File: src/design/bsd_pkg.sv
// Shared types, codes and limits for the 24-bit BMP stream decoder.
`default_nettype none
package bsd_pkg;

	// Largest image the decoder takes; the counter widths follow from these.
	localparam int MAX_WIDTH  = 4096;
	localparam int MAX_HEIGHT = 4096;
	localparam int COL_W      = $clog2(MAX_WIDTH + 1);
	localparam int ROW_W      = $clog2(MAX_HEIGHT + 1);

	// File header plus info header.
	localparam int FILE_HDR_BYTES = 14;
	localparam int INFO_HDR_BYTES = 40;
	localparam int HDR_BYTES      = FILE_HDR_BYTES + INFO_HDR_BYTES;

	localparam logic [15:0] BPP_RGB24    = 16'd24;
	localparam logic [7:0]  ALPHA_OPAQUE = 8'hff;

	// Result queue between the parser and the result ports.
	localparam int QDEPTH = 4;
	localparam int QPTR_W = $clog2(QDEPTH);

	// Result kinds.
	localparam logic [2:0] KIND_PIXEL     = 3'd0;
	localparam logic [2:0] KIND_ACCEPT    = 3'd1;
	localparam logic [2:0] KIND_BAD_FMT   = 3'd2;
	localparam logic [2:0] KIND_BAD_SIZE  = 3'd3;
	localparam logic [2:0] KIND_TRUNCATED = 3'd4;

	typedef struct packed {
		logic [7:0] data_byte;
		logic       end_of_stream;
	} item_t;

	typedef struct packed {
		logic [2:0]  kind;
		logic [11:0] pixel_x;
		logic [11:0] pixel_y;
		logic [7:0]  red;
		logic [7:0]  green;
		logic [7:0]  blue;
		logic [7:0]  alpha;
		logic        final_pixel;
	} record_t;

endpackage
`default_nettype wire

File: src/design/bsd_front.sv
// Front part: parses the header, tracks the pixel walk and builds result records.
`default_nettype none
module bsd_front (
	input  wire             clk,
	input  wire             arst_n,
	input  wire             accept,
	input  bsd_pkg::item_t  item,
	output logic            wr_en,
	output bsd_pkg::record_t wr_data
);
	import bsd_pkg::*;

	localparam logic [1:0] PH_HEADER = 2'd0;
	localparam logic [1:0] PH_PIXELS = 2'd1;
	localparam logic [1:0] PH_DONE   = 2'd2;

	localparam logic [5:0] HDR_LAST = 6'(HDR_BYTES - 1);
	localparam logic [5:0] OFF_LO = 6'd10;
	localparam logic [5:0] OFF_HI = 6'd13;
	localparam logic [5:0] WID_LO = 6'd18;
	localparam logic [5:0] WID_HI = 6'd21;
	localparam logic [5:0] HGT_LO = 6'd22;
	localparam logic [5:0] HGT_HI = 6'd25;
	localparam logic [5:0] BPP_LO = 6'd28;
	localparam logic [5:0] BPP_HI = 6'd29;

	logic [1:0]       phase_q;
	logic [5:0]       hdr_cnt_q;
	logic [31:0]      offset_q;
	logic [31:0]      width_q;
	logic [31:0]      height_q;
	logic [15:0]      bpp_q;
	logic [COL_W-1:0] col_q;
	logic [ROW_W-1:0] rows_q;
	logic [1:0]       bip_q;
	logic [1:0]       pad_q;
	logic [7:0]       blue_q;
	logic [7:0]       green_q;

	logic             eos;
	logic [7:0]       b;
	logic             is_hdr;
	logic             is_pix;
	logic             hdr_last;
	logic [1:0]       lane;
	logic [2:0]       verdict;
	logic [COL_W-1:0] width_c;
	logic [ROW_W-1:0] height_c;
	logic             in_pad;
	logic [1:0]       pad_dec;
	logic [COL_W-1:0] col_inc;
	logic [ROW_W-1:0] rows_inc;
	logic             emit_pix;
	logic [31:0]      col_ext;
	logic [31:0]      y_ext;

	assign eos      = item.end_of_stream;
	assign b        = item.data_byte;
	assign is_hdr   = (phase_q == PH_HEADER);
	assign is_pix   = (phase_q == PH_PIXELS);
	assign hdr_last = (hdr_cnt_q == HDR_LAST);
	// Each 32-bit field starts at a byte index that is 2 modulo 4.
	assign lane     = hdr_cnt_q[1:0] - 2'd2;

	// Width and height only reach the pixel phase once they fit the limits.
	assign width_c  = width_q[COL_W-1:0];
	assign height_c = height_q[ROW_W-1:0];
	assign in_pad   = (col_q >= width_c);
	assign pad_dec  = (pad_q != 2'd0) ? pad_q - 2'd1 : 2'd0;
	assign col_inc  = col_q + COL_W'(1);
	assign rows_inc = rows_q + ROW_W'(1);
	assign col_ext  = 32'(col_q);
	assign y_ext    = height_q - 32'd1 - 32'(rows_q);

	always_comb begin
		if (offset_q != 32'(HDR_BYTES) || bpp_q != BPP_RGB24 || height_q[31] ||
		    height_q == 32'd0) begin
			verdict = KIND_BAD_FMT;
		end else if (width_q[31] || width_q == 32'd0 || width_q > 32'(MAX_WIDTH) ||
		             height_q > 32'(MAX_HEIGHT)) begin
			verdict = KIND_BAD_SIZE;
		end else begin
			verdict = KIND_ACCEPT;
		end
	end

	assign emit_pix = is_pix && !eos && !in_pad && (bip_q != 2'd0) && (bip_q != 2'd1);

	always_comb begin
		wr_en   = accept && (is_hdr || is_pix) && (eos || (is_hdr && hdr_last) || emit_pix);
		wr_data = '0;
		if (eos) begin
			wr_data.kind = KIND_TRUNCATED;
		end else if (is_hdr) begin
			wr_data.kind = verdict;
		end else begin
			wr_data.kind        = KIND_PIXEL;
			wr_data.pixel_x     = col_ext[11:0];
			wr_data.pixel_y     = y_ext[11:0];
			wr_data.red         = b;
			wr_data.green       = green_q;
			wr_data.blue        = blue_q;
			wr_data.alpha       = ALPHA_OPAQUE;
			wr_data.final_pixel = (col_inc == width_c) && (rows_inc == height_c);
		end
	end

	always_ff @(posedge clk or negedge arst_n) begin
		if (!arst_n) begin
			phase_q   <= PH_HEADER;
			hdr_cnt_q <= '0;
			offset_q  <= '0;
			width_q   <= '0;
			height_q  <= '0;
			bpp_q     <= '0;
			col_q     <= '0;
			rows_q    <= '0;
			bip_q     <= '0;
			pad_q     <= '0;
			blue_q    <= '0;
			green_q   <= '0;
		end else if (accept) begin
			unique case (phase_q)
				PH_HEADER: begin
					if (eos) begin
						phase_q <= PH_DONE;
					end else begin
						if (hdr_cnt_q >= OFF_LO && hdr_cnt_q <= OFF_HI) begin
							offset_q[8*lane +: 8] <= b;
						end else if (hdr_cnt_q >= WID_LO && hdr_cnt_q <= WID_HI) begin
							width_q[8*lane +: 8] <= b;
						end else if (hdr_cnt_q >= HGT_LO && hdr_cnt_q <= HGT_HI) begin
							height_q[8*lane +: 8] <= b;
						end else if (hdr_cnt_q >= BPP_LO && hdr_cnt_q <= BPP_HI) begin
							bpp_q[8*hdr_cnt_q[0] +: 8] <= b;
						end
						hdr_cnt_q <= hdr_cnt_q + 6'd1;
						if (hdr_last) begin
							if (verdict == KIND_ACCEPT) begin
								phase_q <= PH_PIXELS;
								col_q   <= '0;
								rows_q  <= '0;
								bip_q   <= '0;
								pad_q   <= '0;
							end else begin
								phase_q <= PH_DONE;
							end
						end
					end
				end
				PH_PIXELS: begin
					if (eos) begin
						phase_q <= PH_DONE;
					end else if (in_pad) begin
						pad_q <= pad_dec;
						if (pad_dec == 2'd0) begin
							col_q  <= '0;
							rows_q <= rows_inc;
							if (rows_inc >= height_c) begin
								phase_q <= PH_DONE;
							end
						end
					end else if (bip_q == 2'd0) begin
						blue_q <= b;
						bip_q  <= 2'd1;
					end else if (bip_q == 2'd1) begin
						green_q <= b;
						bip_q   <= 2'd2;
					end else begin
						bip_q <= 2'd0;
						col_q <= col_inc;
						// The pad count is the width modulo four, as the file format walk here defines it.
						if (col_inc >= width_c) begin
							pad_q <= width_c[1:0];
							if (width_c[1:0] == 2'd0) begin
								col_q  <= '0;
								rows_q <= rows_inc;
								if (rows_inc >= height_c) begin
									phase_q <= PH_DONE;
								end
							end
						end
					end
				end
				default: begin
				end
			endcase
		end
	end

endmodule
`default_nettype wire

File: src/design/bsd_queue.sv
// Back part: a short result queue whose head drives the result ports.
`default_nettype none
module bsd_queue (
	input  wire              clk,
	input  wire              arst_n,
	input  wire              wr_en,
	input  bsd_pkg::record_t wr_data,
	input  wire              rd_en,
	output logic             full,
	output logic             empty,
	output bsd_pkg::record_t rd_data
);
	import bsd_pkg::*;

	record_t           mem_q [QDEPTH];
	logic [QPTR_W-1:0] wr_ptr_q;
	logic [QPTR_W-1:0] rd_ptr_q;
	logic [QPTR_W:0]   count_q;
	logic              do_rd;

	assign full    = (count_q == (QPTR_W + 1)'(QDEPTH));
	assign empty   = (count_q == '0);
	assign rd_data = mem_q[rd_ptr_q];
	assign do_rd   = rd_en && !empty;

	always_ff @(posedge clk) begin
		if (wr_en) begin
			mem_q[wr_ptr_q] <= wr_data;
		end
	end

	always_ff @(posedge clk or negedge arst_n) begin
		if (!arst_n) begin
			wr_ptr_q <= '0;
			rd_ptr_q <= '0;
			count_q  <= '0;
		end else begin
			if (wr_en) begin
				wr_ptr_q <= wr_ptr_q + QPTR_W'(1);
			end
			if (do_rd) begin
				rd_ptr_q <= rd_ptr_q + QPTR_W'(1);
			end
			if (wr_en && !do_rd) begin
				count_q <= count_q + (QPTR_W + 1)'(1);
			end else if (do_rd && !wr_en) begin
				count_q <= count_q - (QPTR_W + 1)'(1);
			end
		end
	end

endmodule
`default_nettype wire

File: src/design/bmp24_stream_decoder.sv
// Top level of the 24-bit uncompressed BMP stream decoder.
//
//   channel   direction  handshake           payload
//   item      in         push / full         bsd_pkg::item_t   (byte, end of stream)
//   result    out        empty / pop         bsd_pkg::record_t (kind, pixel, flags)
//
// One byte is taken every cycle while full is low; the parser updates its
// counters and header fields in that same cycle and writes at most one record.
// Results wait in a four-entry queue, so the input stalls only when the
// consumer leaves four results untaken. Reset clears the parser to the header
// phase and empties the queue. After a verdict reject, a truncation or the
// last row's padding, further bytes are still taken and give no result.
`default_nettype none
module bmp24_stream_decoder (
	input  wire              clk,
	input  wire              arst_n,
	input  wire              push,
	output logic             full,
	input  bsd_pkg::item_t   item,
	output logic             empty,
	input  wire              pop,
	output bsd_pkg::record_t result
);
	import bsd_pkg::*;

	logic    accept;
	logic    wr_en;
	record_t wr_data;

	// A transfer happens only when the queue has room for the result it may cause.
	assign accept = push && !full;

	bsd_front u_front (
		.clk     (clk),
		.arst_n  (arst_n),
		.accept  (accept),
		.item    (item),
		.wr_en   (wr_en),
		.wr_data (wr_data)
	);

	bsd_queue u_queue (
		.clk     (clk),
		.arst_n  (arst_n),
		.wr_en   (wr_en),
		.wr_data (wr_data),
		.rd_en   (pop),
		.full    (full),
		.empty   (empty),
		.rd_data (result)
	);

endmodule
`default_nettype wire

File: config.mk
export PLATFORM = sky130hd
export DESIGN_NAME = bmp24_stream_decoder
export DESIGN_NICKNAME = d
export VERILOG_FILES = /design/src/design/bsd_pkg.sv /design/src/design/bsd_front.sv /design/src/design/bsd_queue.sv /design/src/design/bmp24_stream_decoder.sv
export SDC_FILE = /design/constraint.sdc
export NUM_CORES = 1
export LEC_CHECK = 0
export ABC_AREA = 1
export BUFFER_PORTS_ARGS = -buffer_cell sky130_fd_sc_hd__buf_2
export CORE_MARGIN = 2
export CORE_UTILIZATION = 35
export DETAILED_ROUTE_END_ITERATION = 8
export GPL_TIMING_DRIVEN = 0
export PLACE_DENSITY = 0.58
export REMOVE_ABC_BUFFERS = 1
export SETUP_SLACK_MARGIN = 0.1
export SYNTH_ARGS = -nofsm -noshare
export SYNTH_HDL_FRONTEND = slang
export SYNTH_SLANG_ARGS = --single-unit
File: constraint.sdc
create_clock -name clk -period 4.44 [get_ports clk]
set_clock_uncertainty 0.15 [all_clocks]
set_input_delay 0.444 -clock clk [delete_from_list [all_inputs] [get_ports clk]]
set_output_delay 0.444 -clock clk [all_outputs]
set_load 0.02 [all_outputs]
==> flow_summary.toml, run 1 <==
[synth]
synthCells = 1928
postSynth.asyncResetShare_pct = 44.9
syn-cell-area_um2 = 18600
yosysSeqAreaShare_pct = 57.6
yosys.cell_types.count = 44
ys.flop_type = "edfxtp_1"
synth_top_area_share_pct = 34.3
syn_area_per_cell_um2 = 9.64
ys_ff_latch = 385
synth_edf_count = 212
ys_warn_count = 0
yosys-top-cells-area = "edfxtp_1 (34%), dfrtp_1 (23%), nand2_1 (7.1%)"
yosysTopAreaCell = "edfxtp_1"

[min_path]
hp-start = "pop"
hold_class = "in -> reg"

[timing]
setup-tns-final_ns = 0
min_period_ns = 3.86
setup_viol = 0
fmax_mhz = 259
grt_setup_unrepaired = "no"
final_hold_viol_count = 0
maxSlewViolCount = 0
max_slew_margin_pct = 42.8
worst-slew-pin-transition_ns = 0.857
period_share_pct = 86.9

[final_layout]
fin_cells = 2703
area_growth_pct = 13.9
layout-drive-gt1-share_pct = 12.1
seq_area_um2 = 10700
fill_cells = 5143
multiInputGateArea_um2 = 6920
n_antenna_cell = 0
nNetsFinal = 2064
post-route-util_pct = 40.2

[critical_path]
crit_path_start_kind = "flop"
critPathLaunch = "u_front.col_q[0]"
crit_fanout = 14
r2r-start = "u_front.col_q[0]"
arrival_ns = 4.14
required_ns = 4.72
crit_path_end_kind = "flop"
path_class = "reg -> reg"

[floorplan]
core-area_um2 = 52600
initial_core_util_pct = 35.3
die_h_um = 234
rows = 84
dieArea_um2 = 54900
io_pins = 75
die_w_um = 234

[route]
wire_per_inst_um = 16.4
dr.pass1.iters = 5
final_antenna_net_count = 0
drc = 0
vias_per_cell = 4.91
drt_iter0_drc = 1013
drt-total-wl_mm = 44.4
vias = 13282

[clocking]
cts_made_buffers = 40
h-tree-depth = 2
clk_latency_ns = 0.57
cts_setup_buffers = 0
cts-root-buf = "clkbuf_16"
clk_pin_slew_ns = 0.07
cts_sinks = 385
clockBufferDepth = 3
cts_tree = "built"

[placement]
dpl.hpwl_mm = 30.0
portBuffers = 74
globalplace.congestion = 0.905
dp.cells = 2628

[status]
status = "finished clean"

[global_routing]
grt_pass1_wl_mm = 71.0
grt_overflow = 0
grtUsageTotal_pct = 16.6
grt_antenna_before_repair = 0
grt_start_max_net_pins = 108
grt_pass1_vias = 13126

[pwr]
power-per-cell-area_nw_per_um2 = 448
p_leak_nw = 9.06
p_total_mw = 9.47
max-vdd-ir-drop_v = 0.000283

[flow_run]
drv_cap = 0
[cell usage after synthesis, types with 2 or more instances]
| master | number |
|---|---|
| nand3_2 | 5 |
| o21ai_0 | 200 |
| buf_2 | 9 |
| nor3_4 | 3 |
| nor2_2 | 11 |
| ha_1 | 65 |
| buf_4 | 13 |
| nand2_1 | 349 |
| nor2_8 | 3 |
| nor2_1 | 314 |
| nand4_1 | 18 |
| nor4_1 | 3 |
| inv_1 | 156 |
| nand2_4 | 3 |
| inv_2 | 6 |
| o21ai_1 | 22 |
| nor2_4 | 5 |
| nand3_1 | 80 |
| xnor2_1 | 2 |
| clkbuf_1 | 45 |
| edfxtp_1 | 212 |
| buf_1 | 3 |
| clkinv_1 | 3 |
| o21a_1 | 3 |
| o21bai_1 | 17 |
| dfrtp_1 | 173 |
| a21oi_1 | 37 |
| nor3_1 | 35 |
| nand2_2 | 4 |
| xor2_1 | 23 |
| o22ai_1 | 54 |
| fa_1 | 2 |
| mux2_2 | 35 |
| buf_6 | 5 |
[logic make-up after synthesis]
family | count (synthesis) | share of synthesized area, %
compound gates | 338 | 9.87
xor+xnor | 25 | 1.18
fa+ha+maj | 67 | 4.59
buf+inv | 241 | 5.42
flops | 385 | 57.6
mux | 35 | 2.12
simple gates | 837 | 19.2
[what timing repair did]
| action | 4_1_cts | 5_1_grt |
|---|---|---|
| gates resized for setup | 2 | 3 |
| hold endpoints to repair | 66 | 0 |
| hold buffers | 1 | 0 |
| cloned | 1 | 0 |
| setup endpoints to repair | 1 | 11 |
[final timing paths]
kind / endpoint / slack, ns / cells after the start
setup / recovery: u_queue.count_q[2] / 0.58 / 21
hold / removal: u_queue.rd_ptr_q[0] / 0.13 / 3
setup reg to reg: u_queue.count_q[2] / 0.58 / 21
hold reg to reg: u_front.blue_q[7] / 0.33 / 2
max in group asynchronous: u_front.height_q[4] / 2.91 / 3
min in group asynchronous: u_front.offset_q[20] / 0.28 / 2
[metrics by stage]
step / area [um^2] / hold WS, ns / setup slack (ns)
floorplan: 18200 / -0.00159 / -0.963
global placement: 19400 / 0.318 / -3.48
detailed placement: 19800 / 0.292 / -0.377
CTS: 21100 / 0.102 / 0.368
global route: 21200 / 0.146 / 0.196
finish: 21200 / 0.131 / 0.584
[where the power goes]
| group | leakage, nW | switching (mW) | internal [mW] |
|---|---|---|---|
| clock network | 0.667 | 1.38 | 2.03 |
| logic | 4.45 | 1.52 | 0.663 |
| registers | 3.95 | 0.0836 | 3.79 |
| total | 9.06 | 2.99 | 6.48 |
[worst max-delay path, cell delays in order (launching register included)]
cell,delay (ns)
dfrtp_1,0.54
inv_1,0.15
ha_1,0.35
inv_1,0.06
nand2_1,0.04
nand2_1,0.06
nand2_1,0.05
nand2_1,0.05
nand2_1,0.06
nand2_1,0.16
nand3_2,0.31
inv_2,0.20
nand2_1,0.10
nand2_1,0.08
nand2_2,0.18
inv_1,0.17
ha_1,0.15
inv_1,0.06
fa_1,0.38
a21oi_1,0.14
o21ai_0,0.12
xor2_1,0.15
[cell usage in the layout, fill, tap and decap left out, drive strengths merged, types with 15 or more instances in the layout]
master  netlist  routed
inv         163     162
clkbuf       45      57
ha           65      65
clkinv        3      15
nor3         39      39
o21bai       17      17
nand4        19      19
dfrtp       173     173
o21ai       224     224
a21oi        38      38
nand2       356     356
nand3        85      85
mux2         35      35
o22ai        54      54
nor2        333     333
xor2         23      23
buf          30      87
edfxtp      212     212
[layout make-up]
cell class / instances / area share [%]
Inverter: 166 / 3.00
Clock inverter: 16 / 0.828
Multi-Input combinational cell: 1302 / 32.7
Tap cell: 688 / 4.07
Clock buffer: 57 / 5.57
Timing Repair inverter: 1 / 0.0237
Sequential cell: 385 / 50.6
Timing Repair Buffer: 88 / 3.18
[sequential cells by signal, indices dropped and copies added (netlist names)]
| signal | cells |
|---|---|
| u_queue.wr_ptr_q | 2 |
| u_front.col_q | 13 |
| u_front.hdr_cnt_q | 6 |
| u_queue.mem_q | 212 |
| u_front.bpp_q | 16 |
| u_front.phase_q | 2 |
| u_queue.count_q | 3 |
| u_front.blue_q | 8 |
| u_front.height_q | 32 |
| u_front.green_q | 8 |
| u_front.pad_q | 2 |
| u_front.offset_q | 32 |
| u_front.width_q | 32 |
| u_front.rows_q | 13 |
| u_front.bip_q | 2 |
| u_queue.rd_ptr_q | 2 |
[layer usage]
metal  vias up  GRT usage [%]  routed length (um)
met1      6385           22.3               20400
met5         -              0                   0
met2       230           27.5               21100
li1       6615              -                   -
met4         0           4.82                 923
met3        52           2.74                1970
Note: power is estimated with default switching activity, not from simulation.
==> run 2, diff against run 1 <==
--- a/config.mk
+++ b/config.mk
@@ -11,2 +11,3 @@
 export CORE_UTILIZATION = 35
+export CTS_BUF_LIST = sky130_fd_sc_hd__clkbuf_4 sky130_fd_sc_hd__clkbuf_8
 export DETAILED_ROUTE_END_ITERATION = 8
==> constraint.sdc (replaced) <==
create_clock -name clk -period 4.44 [get_ports clk]
set_clock_uncertainty 0.15 [all_clocks]
set_input_delay 0.888 -clock clk [delete_from_list [all_inputs] [get_ports clk]]
set_output_delay 0.888 -clock clk [all_outputs]
set_load 0.02 [all_outputs]
==> run 2 against run 1 <==
  * Worst setup slack lost 0.29 ns
  * Count of clock-buffer cells in the layout grew 42
  * Worst hold slack lost 0.096 ns
  * Combinational power is essentially flat
  * Register-to-register slack lost 0.18 ns
  * Final cell count grew 1.8%
  * First-iteration DRC count is essentially flat
  * Sequential share of layout area shrank 0.51 points
  * Largest cell class unchanged
  * Largest power group unchanged
  * Highest routed layer unchanged
==> flow_summary.toml, run 2 (synthesized netlist as in run 1, its figures left out) <==
[timing]
grt_setup_unrepaired = "yes"
setup_viol = 0
worst-slew-pin-transition_ns = 1.16
timing.final.ws_setup_ns = 0.298
final_hold_viol_count = 0
period_share_pct = 93.3
max_slew_margin_pct = 22.5
maxSlewViolCount = 0
min_period_ns = 4.14
holdWs_ns = 0.0345
fmax_mhz = 241

[route]
drc = 0
vias = 13529
vias_per_cell = 4.92
dr_wl_met3_mm = 2.05
wl_met2_mm = 21.1
wire_per_inst_um = 16.1
drt-total-wl_mm = 44.4
dr.max_layer_used = "met4"
final_antenna_net_count = 0
drt_iter0_drc = 1012
dr.pass1.iters = 5
drt-met1-wl_mm = 20.3

[final_layout]
final_common_cell = "nand2_1"
area_growth_pct = 15.0
final_cell_mix = "nand2_1 (349), nor2_1 (309), edfxtp_1 (212)"
nNetsFinal = 2090
postLayoutCellArea_um2 = 21400
layout-drive-gt1-share_pct = 14.4
top_register = "u_queue.mem_q"
largest_reg_flops = 212

[placement]
pre_cts_ws_ns = -0.821
portBuffers = 74
dpl.hpwl_mm = 30.0
globalplace.congestion = 0.905
dpl_cell_area_um2 = 19800

[critical_path]
critical_path.cell_chain = "buf_2 > nor2_2 > inv_1 > o21ai_0 > nand2_1 > nand2_1 > inv_1 > ha_1 > inv_1 > fa_1 > a21oi_1 > o21ai_0 > xor2_1"
crit_fanout = 29
critPathBufInv = 4
cp_common_cell = "inv_1"
crit_path_start_kind = "input port"
crit_slowest_cell = "inv_1"
path_class = "in -> reg"
arrival_ns = 4.50
cp_top_family = "buffers and inverters"
required_ns = 4.79
crit_path_end_kind = "flop"
critPathMaxStageDelay_ns = 0.92

[flow_run]
drv_cap = 0

[status]
status = "finished clean"

[floorplan]
initial_core_util_pct = 35.3
core-area_um2 = 52600
die_h_um = 234
die_w_um = 234
dieArea_um2 = 54900
io_pins = 75
rows = 84

[pwr]
power-per-cell-area_nw_per_um2 = 459
p_total_mw = 9.81
max-vdd-ir-drop_v = 0.000250
p_leak_nw = 9.22

[global_routing]
grt_pass1_vias = 13383
grt_antenna_before_repair = 1
grtUsageTotal_pct = 16.7
grt_overflow = 0
grt_pass1_wl_mm = 71.3
grt_start_max_net_pins = 108

[clocking]
clockBufferDepth = 3
cts_sinks = 385
clk_pin_slew_ns = 0.05
cts_setup_buffers = 0
h-tree-depth = 3
cts_made_buffers = 68
cts_tree = "built"
clk_latency_ns = 0.66
cts-root-buf = "clkbuf_8"

[min_path]
hold_class = "in -> async"
[run 2: worst paths after layout]
| path | from | slack (ns) | cells after the start | to |
|---|---|---|---|---|
| min | arst_n | 0.03 | 1 | u_front.offset_q[21] |
| max reg2reg | u_front.col_q[0] | 0.40 | 21 | u_queue.count_q[2] |
| max | item[0] | 0.30 | 13 | u_queue.count_q[2] |
| max in group asynchronous | arst_n | 3.07 | 2 | u_front.rows_q[6] |
| min in group clk | u_front.blue_q[1] | 0.34 | 2 | u_front.blue_q[1] |
| min reg2reg | u_front.blue_q[1] | 0.34 | 2 | u_front.blue_q[1] |
[run 2: worst reg2reg max path, stage by stage (launching register included)]
cell,delay [ns]
dfrtp_1,0.54
inv_1,0.15
ha_1,0.35
inv_1,0.06
nand2_1,0.04
nand2_1,0.06
nand2_1,0.05
nand2_1,0.05
nand2_1,0.06
nand2_1,0.16
nand3_2,0.30
inv_2,0.20
nand2_1,0.10
nand2_1,0.07
nand2_1,0.30
inv_1,0.23
ha_1,0.16
inv_1,0.06
fa_1,0.38
a21oi_1,0.14
o21ai_0,0.12
xor2_1,0.15
[run 2: timing repair]
action,4_1_cts,5_1_grt
resized for setup,1,2
pin swaps,0,0
gates cloned,0,0
hold buffers,0,0
endpoints found under the setup margin,2,9
[run 2: layout make-up]
| class | instances | area [um^2] |
|---|---|---|
| Antenna cell | 1 | 2.50 |
| Fill cell | 5148 | 31200 |
| Sequential cell | 385 | 10700 |
| Clock inverter | 24 | 332 |
| Clock buffer | 99 | 1260 |
| Inverter | 166 | 631 |
| Tap cell | 688 | 861 |
| Multi-Input combinational cell | 1302 | 6920 |
| Timing Repair Buffer | 87 | 663 |
[run 2: stage by stage]
step	util (%)	cells	setup TNS, ns
after global placement	37.0	2615	-1041.30
after floorplan	-	1853	-57.28
after CTS	40.6	2751	0
final	40.7	2752	0
after global routing	40.7	2752	0
after detailed placement	37.6	2628	-53.13
[run 2: report_power, final]
part           internal, mW  leakage, nW  switching (mW)
clock network          2.25        0.822            1.50
logic                 0.662         4.45            1.52
registers              3.79         3.95          0.0835
[run 2: routing by layer]
| layer | vias to the layer above | GRT usage (%) |
|---|---|---|
| li1 | 6674 | - |
| met1 | 6511 | 22.1 |
| met2 | 282 | 27.5 |
| met3 | 62 | 2.91 |
| met4 | 0 | 5.99 |
| met5 | - | 0 |
==> run 3, diff against run 2 <==
PLACE_DENSITY = 0.56   (was 0.58)
clock period = 4.25 ns   (was 4.44 ns; I/O delays follow)
==> run 3 against run 2 <==
  * First-iteration DRC count is 13% lower
  * Sequential cell count stayed put
  * Non-clock buffer count is 3 higher
  * Highest routed layer unchanged
  * Register-to-register slack better by 0.14 ns
==> flow_summary.toml, run 3 (synthesized netlist as in run 1, its figures left out) <==
[status]
status = "finished clean"

[floorplan]
io_pins = 75
core-area_um2 = 52600
rows = 84
die_w_um = 234
initial_core_util_pct = 35.3
dieArea_um2 = 54900
die_h_um = 234

[global_routing]
busiest_layer = "met2"
grt_pass1_vias = 13191
grt_overflow = 0
grtUsageTotal_pct = 16.9
grt_use_met1_pct = 22.5
globalRouteMet2Util_pct = 27.4
grt_pass1_wl_mm = 72.1
grt_use_met3_pct = 2.94
grt_antenna_before_repair = 0
grt_start_max_net_pins = 97

[pwr]
switching_share_pct = 33.0
p_total_mw = 9.77
p_leak_nw = 9.11
max-vdd-ir-drop_v = 0.000301
pwr-share-seq_pct = 41.5
internal-power_mw = 6.55
clkPwrFrac_pct = 35.0
switchingPower_mw = 3.22
pwr-share-comb_pct = 23.5
power-per-cell-area_nw_per_um2 = 461

[route]
drc = 0
drt_iter0_drc = 882
vias = 13588
vias_per_cell = 4.94
drt-total-wl_mm = 45.6
dr.pass1.iters = 5
final_antenna_net_count = 0
wire_per_inst_um = 16.6

[critical_path]
crit_path_start_kind = "flop"
path_class = "reg -> out"
cp_top_family = "buffers and inverters"
crit_slowest_cell = "dfrtp_4"
critPathBufInv = 4
arrival_ns = 2.95
crit_path_end_kind = "output port"
critical_path.cell_chain = "buf_16 > inv_4 > buf_16 > o21ai_0 > o22ai_1 > buf_2"
cp_common_cell = "buf_16"
critPathMaxStageDelay_ns = 0.62
crit_fanout = 83
required_ns = 3.25

[final_layout]
final_cell_mix = "nand2_1 (348), nor2_1 (309), edfxtp_1 (212)"
layout-drive-gt1-share_pct = 14.3
area_growth_pct = 14.1
largest_reg_flops = 212
post-route-util_pct = 40.3
n_antenna_cell = 0
final_common_cell = "nand2_1"
nNetsFinal = 2093
top_register = "u_queue.mem_q"
fill_cells = 5186

[clocking]
clk_latency_ns = 0.66
h-tree-depth = 3
clockBufferDepth = 3
cts_sinks = 385
cts-hold-fix-buffers = 0
clk_pin_slew_ns = 0.07
cts-root-buf = "clkbuf_8"
cts_tree = "built"
cts_made_buffers = 67

[flow_run]
drv_cap = 0

[timing]
period_share_pct = 92.9
fmax_mhz = 253
setup-tns-final_ns = 0
min_period_ns = 3.95
grt_setup_unrepaired = "no"
maxSlewViolCount = 0
max_slew_margin_pct = 39.3
worst-slew-pin-transition_ns = 0.909
setup_viol = 0
final_hold_viol_count = 0

[placement]
portBuffers = 74
globalplace.congestion = 0.886
dpl.hpwl_mm = 30.4

[min_path]
hold_class = "in -> async"
-- run 3: changes by cell type in the layout (fill, tap and decap cells not counted), sizes merged --
cell / delta
clkinv: +1
clkinvlp: +4
buf: +3
inv: -5
clkbuf: +1
diode: -1
bufinv: -6
-- run 3: stage by stage --
step	hold WS, ns	cell area [um^2]	std cells	worst slack [ns]
6_report	0.0245	21200	2749	0.301
4_1_cts	0.000984	21100	2746	0.141
3_3_place_gp	0.318	19400	2615	-4.10
3_5_place_dp	0.325	19800	2628	-0.967
2_1_floorplan	0.303	18200	1853	-1.56
5_1_grt	0.0491	21200	2749	0.100
-- run 3: final cells by class --
| type | count | area [um^2] | share of cell area [%] |
|---|---|---|---|
| clock buffer | 100 | 1210 | 5.70 |
| clock inverter | 17 | 144 | 0.679 |
| inverter | 166 | 634 | 2.99 |
| multi-input combinational | 1302 | 6940 | 32.7 |
| sequential | 385 | 10700 | 50.5 |
| tap | 688 | 861 | 4.06 |
| timing repair buffer | 90 | 698 | 3.30 |
| timing repair inverter | 1 | 5.00 | 0.0236 |
-- run 3: final timing paths --
check | startpoint | endpoint | slack (ns) | cells after the start
worst max-delay path | u_queue.rd_ptr_q[0] | result[58] | 0.30 | 6
worst min-delay path | arst_n | u_front.offset_q[21] | 0.02 | 1
worst max register to register | u_front.col_q[0] | u_front.rows_q[5] | 0.54 | 16
worst min register to register | u_front.green_q[2] | u_front.green_q[2] | 0.33 | 2
max in group asynchronous | arst_n | u_front.rows_q[6] | 2.99 | 2
min in group clk | u_front.green_q[2] | u_front.green_q[2] | 0.33 | 2
-- run 3: per-layer routing --
| metal | share of wire (%) | routed length, um |
|---|---|---|
| met5 | 0 | 0 |
| met4 | 2.5 | 1140 |
| met3 | 4.7 | 2160 |
| met2 | 47 | 21500 |
| met1 | 46 | 20800 |
-- run 3: timing repair --
| item | in CTS | in global routing |
|---|---|---|
| pin swaps | 0 | 2 |
| setup buffers | 0 | 3 |
| endpoints found under the setup margin | 4 | 15 |
| cloned | 1 | 0 |
| gates resized for setup | 2 | 5 |
-- run 3: worst register-to-register path, cell delays in order, from the launching register on --
cell,delay (ns)
dfrtp_1,0.53
ha_1,0.24
nand2_1,0.07
nor2_1,0.24
nand3_1,0.21
nor3_1,0.21
xor2_1,0.13
ha_1,0.32
nand2_1,0.06
nor2_1,0.16
nand2_1,0.07
o21ai_0,0.17
nor2_1,0.13
o21ai_4,0.26
nand4_4,0.30
o21bai_1,0.25
nand2_1,0.07
-- run 3: power groups by stage --
stage	Sequential [mW]	Clock, mW	Combinational (mW)
after floorplan	4.16	0	1.30
after global placement	4.29	0	2.07
after detailed placement	4.13	0	2.33
after CTS	4.05	3.52	2.34
after global routing	4.06	3.70	2.53
final	4.05	3.41	2.30
